===== src/rtl/fpsl_pkg.sv =====
// Shared types, codes and defaults of the Frenet path sample lookup.
`timescale 1ns / 1ps
package fpsl_pkg;

	localparam int MAX_POINTS_DEF = 256;

	localparam logic [1:0] FUNC_CLEAR   = 2'd0;
	localparam logic [1:0] FUNC_APPEND  = 2'd1;
	localparam logic [1:0] FUNC_EVAL    = 2'd2;
	localparam logic [1:0] FUNC_NEAREST = 2'd3;

	localparam logic [1:0] STAT_OK    = 2'd0;
	localparam logic [1:0] STAT_FEW   = 2'd1;
	localparam logic [1:0] STAT_FULL  = 2'd2;
	localparam logic [1:0] STAT_ORDER = 2'd3;

	typedef struct packed {
		logic signed [31:0] s;
		logic signed [31:0] l;
		logic signed [31:0] dl;
		logic signed [31:0] ddl;
	} point_t;

	typedef struct packed {
		logic        start;
		logic [32:0] mag;
		logic [31:0] num;
		logic [31:0] den;
	} md_req_t;

	typedef struct packed {
		logic        done;
		logic [32:0] quo;
	} md_rsp_t;

endpackage


===== src/rtl/fpsl_muldiv.sv =====
// Bit-serial unit computing floor(mag * num / den) by shift-add then restoring division.
`timescale 1ns / 1ps
module fpsl_muldiv import fpsl_pkg::*; (
	input  logic    clk,
	input  logic    arst_n,
	input  md_req_t md_req,
	output md_rsp_t md_rsp
);

	localparam logic [1:0] P_IDLE = 2'd0;
	localparam logic [1:0] P_MUL  = 2'd1;
	localparam logic [1:0] P_DIV  = 2'd2;

	logic [1:0]  phase_q;
	logic [6:0]  cnt_q;
	logic [32:0] mag_q;
	logic [31:0] num_q;
	logic [31:0] den_q;
	logic [64:0] prod_q;
	logic [31:0] rem_q;
	logic [32:0] quo_q;
	logic        done_q;
	logic [32:0] trial;
	logic        fits;

	assign trial = {rem_q, prod_q[64]};
	assign fits  = trial >= {1'b0, den_q};

	always_ff @(posedge clk or negedge arst_n) begin
		if (!arst_n) begin
			phase_q <= P_IDLE;
			cnt_q   <= '0;
			done_q  <= 1'b0;
		end else begin
			done_q <= 1'b0;
			case (phase_q)
				P_IDLE: begin
					if (md_req.start) begin
						phase_q <= P_MUL;
						cnt_q   <= 7'd31;
					end
				end
				P_MUL: begin
					if (cnt_q == '0) begin
						phase_q <= P_DIV;
						cnt_q   <= 7'd64;
					end else begin
						cnt_q <= cnt_q - 1'b1;
					end
				end
				P_DIV: begin
					if (cnt_q == '0) begin
						phase_q <= P_IDLE;
						done_q  <= 1'b1;
					end else begin
						cnt_q <= cnt_q - 1'b1;
					end
				end
				default: phase_q <= P_IDLE;
			endcase
		end
	end

	always_ff @(posedge clk) begin
		case (phase_q)
			P_IDLE: begin
				mag_q  <= md_req.mag;
				num_q  <= md_req.num;
				den_q  <= md_req.den;
				prod_q <= '0;
				rem_q  <= '0;
			end
			P_MUL: begin
				prod_q <= {prod_q[63:0], 1'b0} + (num_q[31] ? {32'd0, mag_q} : 65'd0);
				num_q  <= {num_q[30:0], 1'b0};
			end
			P_DIV: begin
				rem_q  <= fits ? 32'(trial - {1'b0, den_q}) : trial[31:0];
				prod_q <= {prod_q[63:0], 1'b0};
				quo_q  <= {quo_q[31:0], fits};
			end
			default: ;
		endcase
	end

	assign md_rsp.done = done_q;
	assign md_rsp.quo  = quo_q;

endmodule


===== config.mk =====
export PLATFORM = sky130hd
export DESIGN_NAME = fpsl_muldiv
export DESIGN_NICKNAME = d
export VERILOG_FILES = /design/src/rtl/fpsl_pkg.sv /design/src/rtl/fpsl_muldiv.sv
export SDC_FILE = /design/constraint.sdc
export NUM_CORES = 1
export LEC_CHECK = 0
export ABC_AREA = 1
export BUFFER_PORTS_ARGS = -buffer_cell sky130_fd_sc_hd__buf_2
export CELL_PAD_IN_SITES_DETAIL_PLACEMENT = 1
export CELL_PAD_IN_SITES_GLOBAL_PLACEMENT = 1
export CORE_ASPECT_RATIO = 2
export CORE_MARGIN = 2
export CORE_UTILIZATION = 30
export DETAILED_ROUTE_END_ITERATION = 10
export PLACE_DENSITY = 0.62
export SYNTH_ARGS = -nofsm -noshare
export SYNTH_HDL_FRONTEND = slang
export SYNTH_SLANG_ARGS = --single-unit
export TNS_END_PERCENT = 1

===== constraint.sdc =====
create_clock -name clk -period 4.7 [get_ports clk]
set_clock_uncertainty 0.15 [all_clocks]
set_input_delay 0.705 -clock clk [delete_from_list [all_inputs] [get_ports clk]]
set_output_delay 0.705 -clock clk [all_outputs]
set_load 0.02 [all_outputs]

# Word-level counts from Yosys, hierarchy flattened

Cells that the tools add are included.

Add/subtract/negate cells: 3
Multiply operators: 0
Div/mod/pow operators: 0
$lt $le $gt $ge: 1
Equality and inequality tests: 6
Shift operators: 0
Multiplexer cells: 15
Bitwise logic cells: 0
Reduce and logical (&&, ||, !) cells: 7

Operator list:

| kind                  | count |
|---|---|
| $pmux W65 S3          | 1 |
| $pmux W32 S2          | 2 |
| $add A65 B33 Y65      | 1 |
| $ge A33 B32 Y1        | 1 |
| $mux W33              | 1 |
| $mux W32              | 1 |
| $sub A32 B32 Y32      | 1 |
| $mux W7               | 3 |
| $pmux W7 S3           | 1 |
| $ne A2 B2 Y1 const B  | 4 |
| $logic_not A7 Y1      | 1 |
| $sub A7 B1 Y7 const B | 1 |
| $mux W2               | 3 |
| $pmux W2 S3           | 1 |
| $reduce_and A3 Y1     | 2 |
| $reduce_bool A2 Y1    | 2 |
| $reduce_bool A3 Y1    | 1 |
| $eq A2 B1 Y1 const B  | 1 |
| $eq A2 B2 Y1 const B  | 1 |
| $logic_not A2 Y1      | 1 |
| $mux W1               | 2 |

Flip-flop bits (word level): 237
Bits in latches: 0
RAM bits: 0
Bits in read-only memories: 0
Bits of input ports: 100
Output and inout port bits: 34
Word-level logic and storage cells: 41
Memories: 0

# Logic depth before layout (Yosys ltp)

Word-level depth: 3
Depth in mapped cells: 19
Mapped depth without buffers: 17

# Least setup slack after synthesis

Ideal clock, no wire load.

Kind: register -> register
From: register phase_q[0]
To: register num_q[0], enable pin
Setup time: 389 ps
Arrival time: 3119 ps
Data required time: 4161 ps
Setup slack: 1042 ps
Stages on the path, launching flop included: 5
Path buffers: 0
Clock period less this slack: 3658 ps
Cells stage by stage: dfrtp_1 -> inv_1 -> ha_1 -> inv_1 -> nand2_1

Cells in the longest elaborated chain, start to end: 2
Elaborated cells on any way between the ends: 3
Classes of those cells: eq/ne (1); reduce/logical (2)

Ends and longest elaborated chain:

| item                                             | line              | text |
|---|---|---|
| from (decl)                                      | fpsl_muldiv.sv:14 | `logic [1:0] phase_q;` |
| from (signal assigned)                           | fpsl_muldiv.sv:31 | `phase_q <= P_IDLE;` |
| from (signal assigned)                           | fpsl_muldiv.sv:39 | `phase_q <= P_MUL;` |
| from (signal assigned)                           | fpsl_muldiv.sv:45 | `phase_q <= P_DIV;` |
| $eq A2 B1 Y1 or $logic_not A2 Y1 (tied branches) | fpsl_muldiv.sv:65 | `case (phase_q)` |
| $reduce_bool A2 Y1 (no source line) (*)          | --                |  |
| to (signal assigned)                             | fpsl_muldiv.sv:68 | `num_q <= md_req.num;` |
| to (signal assigned)                             | fpsl_muldiv.sv:75 | `num_q <= {num_q[30:0], 1'b0};` |
| to (decl)                                        | fpsl_muldiv.sv:17 | `logic [31:0] num_q;` |

Every way passes the cells marked *; elsewhere a longest branch is shown, timed or not.
A chain may end at the register's enable or synchronous reset.

# Worst setup path after layout

From: register num_q[31]
To: register prod_q[40], data pin

Cells in the longest elaborated chain, start to end: 3

Ends and longest elaborated chain:

| item                 | line              | text |
|---|---|---|
| $mux W33             | fpsl_muldiv.sv:74 | `prod_q <= {prod_q[63:0], 1'b0} + (num_q[31] ? {32'd0, mag_q} : 65'd0);` |
| $add A65 B33 Y65     | fpsl_muldiv.sv:74 |  |
| $pmux W65 S3         | fpsl_muldiv.sv:65 |  |
| to (signal assigned) | fpsl_muldiv.sv:74 |  |
| to (signal assigned) | fpsl_muldiv.sv:79 | `prod_q <= {prod_q[63:0], 1'b0};` |
| to (decl)            | fpsl_muldiv.sv:19 | `logic [64:0] prod_q;` |

No other way between the ends.

==> metrics <==
met1 usage=between 10% and 20%; RSZ-0062 raised after global routing=no; Nets=~2,400; Final Non-Filler Cells=2,880; GRT Util Overall=22.0%; critical path launch point=num_q[31]; Layout area overhead=14.6%; Rel. slew slack=27.2%; setup TNS=0 ns; reg2reg path depth=16; FP Rows=roughly 120; die width=between 150 and 200 um; max-cap viol count=0; Hold Slack=~0.15 ns; post-route worst setup slack=approximately 0.9 ns; sequential area share after synthesis=45.0%; Die ar.=54,300 um^2; syn_nets=approximately 2,200; critical-path maximum fanout=24; Clock Path Buffers=3; Reg2Reg Setup Slack=approximately 0.9 ns; largest net degree at the start of global routing=slightly below 70; Worst EP arrival=around 4 ns; Mapped Avg Cell Area=roughly 7.6 um^2; post-synth top area cell=edfxtp_1; Worst Tran Pin Value=approximately 1.1 ns; postcts setup bufs=0; met2 usage=45.3%; Hold Fails Final Rpt=0; Max VDD drop=0.439 mV; share of the synthesized area in the top cell type=a little over two fifths; GR Util met3=under 10%; H-Tree Depth=1; first-pass GRT wire length=between 90,000 and 100,000 um; DRT iter0 DRCs=574; Pre-antenna DRT Iters=4; Pwr Density=between 600 and 700 nW/um^2; vias post-DR=between 10,000 and 15,000; Final min period=about 3.8 ns; Initial Util=a little under a third; Core Box Area=51,800 um^2; number of global-route vias before repair=15,702; final worst-path cycle share=around four fifths; worst hold path class=in -> reg; status=finished clean; clk_lat worst skew=between 0.5 and 0.6 ns; capturing point of the worst reg2reg path=prod_q[40]; proportion of layout cells with a drive suffix above 1=a little under an eighth; CTS buffer count=26; busiest grt layer=met2; Final Wtd Congestion=about 0.94; die height=328 um; placed cells=between 2,000 and 3,000; Fmax=approximately 0.26 GHz; CP endpoint kind=flip-flop; CTS tree=yes; asr flop ratio synth=~4.2%; final max-slew violation count=0; Worst Setup Start Kind=flip-flop; worst setup path class=reg -> reg; EDFF count, synth=227; HPWL Detailed=approximately 48,000 um; leakage power=between 8 and 9 nW; vias per cell=4.97; YS warnings=0; initial antenna violation count=2; post-synthesis register bit count=around 240; synth top area cells=edfxtp_1 (43%), nand2_1 (18%), inv_1 (7.0%); Post-Route WL=approximately 60,000 um; Reg-to-Reg Start=num_q[31]; synthesized area=approximately 16,000 um^2; dominant synthesized flop cell=edfxtp_1; I/O Buffers=~130; antenna-violating nets left=0; Residual DRC=0; PnR Total Power=~12 mW; Worst setup endpoint=prod_q[40]; library cells used by synthesis=about 50; pre-CTS setup slack=0.868 ns; WL per Instance=20.9 um; Root Driver=clkbuf_16; Filler Cells Inserted=between 6,000 and 7,000; Worst-path clk slew=~0.06 ns; gate count after technology mapping=approximately 2,100; clk sinks=roughly 240; Final Setup Violations=0; global-route congestion overflow total=0; critical path required time=a little under 5 ns; IO Count=roughly 130
-- flip-flops by register name, indices dropped and copies added (netlist names) --
name     flops
quo_q       33
phase_q      2
done_q       1
den_q       32
prod_q      65
mag_q       33
cnt_q        7
rem_q       32
num_q       32
-- layer usage --
metal | wire (um) | vias up
met5 | 0 | -
met4 | 5930 | 0
met3 | 1570 | 189
met2 | 34300 | 302
met1 | 18300 | 6892
li1 | - | 6924
-- cell usage after synthesis, types with 6 or more instances --
master and number:
a21oi_1 127, buf_2 8, clkbuf_1 27, dfrtp_1 10, edfxtp_1 227, ha_1 69
inv_1 293, inv_2 11, nand2_1 755, nand2_2 6, nand3_1 72, nand3b_1 40
nand4_1 23, nor2_1 183, nor2_2 26, nor3_1 18, o21ai_0 59, o21ai_1 9
o31ai_1 7, or2_2 7, xor2_1 21
-- cells by family after synthesis --
kind of cell | Yosys count | synth area share, %
xor+xnor | 23 | 1.28
flops | 237 | 45.0
compound gates | 233 | 8.08
buf+inv | 350 | 8.69
fa+ha+maj | 71 | 5.75
simple gates | 1157 | 31.2
-- worst max-delay path, cell delays in order, from the launching register on --
cell      delay, ns
edfxtp_1       0.93
buf_4          0.32
nand2_1        0.07
inv_1          0.08
ha_1           0.20
nand2_1        0.13
nor2_1         0.28
and2_1         0.19
nand2_1        0.07
nand2_1        0.23
nand2_1        0.09
nand2_1        0.34
nand2_1        0.17
nand2_1        0.09
nand2_1        0.06
nand2_1        0.07
a21oi_1        0.07
-- through the flow --
stage               util (%)  area (um^2)
finish                  34.7        18000
global route            34.7        18000
CTS                     34.7        18000
detailed placement      33.0        17100
global placement        33.0        17100
floorplan                  -        15700
-- power by group --
group	leakage, nW	total [mW]	switching [mW]	internal (mW)
clock network	0.427	2.20	0.958	1.24
registers	2.48	4.05	0.584	3.46
logic	5.65	6.24	4.43	1.80
total	8.56	12.5	5.98	6.51
-- layout by cell type, fill, tap and decap left out, types with 3 or more instances in the layout --
cell	Yosys	final
dfrtp_1	10	10
nand2_2	6	7
a21boi_0	3	3
nand2_1	755	754
ha_1	69	66
buf_4	3	10
nand2_4	3	3
o31ai_1	7	7
o21bai_1	5	5
bufinv_16	0	4
nand3_1	72	72
clkbuf_16	0	26
nand4_1	23	23
xor2_1	21	21
or2_1	3	3
nor2_4	3	3
inv_1	293	292
a32o_1	4	4
nor2_2	26	26
clkinv_1	1	7
a21oi_1	127	127
nor3_1	18	18
a21o_1	5	5
nor4_1	5	5
buf_2	8	133
o21ai_0	59	59
clkinv_2	0	5
nand3b_1	40	40
a31oi_1	3	3
edfxtp_1	227	227
o211ai_1	3	3
inv_2	11	12
o21ai_1	9	9
or2_2	7	7
nor3_2	5	5
nor2_1	183	183
and2_1	4	4
-- what timing repair did --
| item | 4_1_cts | 5_1_grt |
|---|---|---|
| gates resized for setup | 0 | 0 |
| hold buffers | 1 | 0 |
| endpoints found under the setup margin | 0 | 0 |
| hold endpoints to repair | 10 | 0 |
-- area by class of cell --
cell class                 count  area, um^2  area share (%)
timing repair buffer         144         751            4.17
inverter                     306        1160            6.42
tap                          660         826            4.59
sequential                   237        7070            39.3
clock inverter                20         230            1.28
multi-input combinational   1484        7310            40.6
antenna                        2        5.00          0.0278
clock buffer                  27         654            3.64
-- worst min-delay path by stage --
stage / start / end / slack [ns] / depth (start not counted)
after detailed placement: quo_q[12] / quo_q[13] / 0.29 / 0
after global placement: quo_q[18] / quo_q[19] / 0.28 / 0
after global routing: md_req[0] / den_q[0] / 0.12 / 1
after floorplan: arst_n / cnt_q[0] / 0.26 / 0
final: md_req[93] / mag_q[29] / 0.15 / 1
after CTS: md_req[70] / mag_q[6] / 0.12 / 1
No activity file was read; power rests on OpenSTA's default activity.
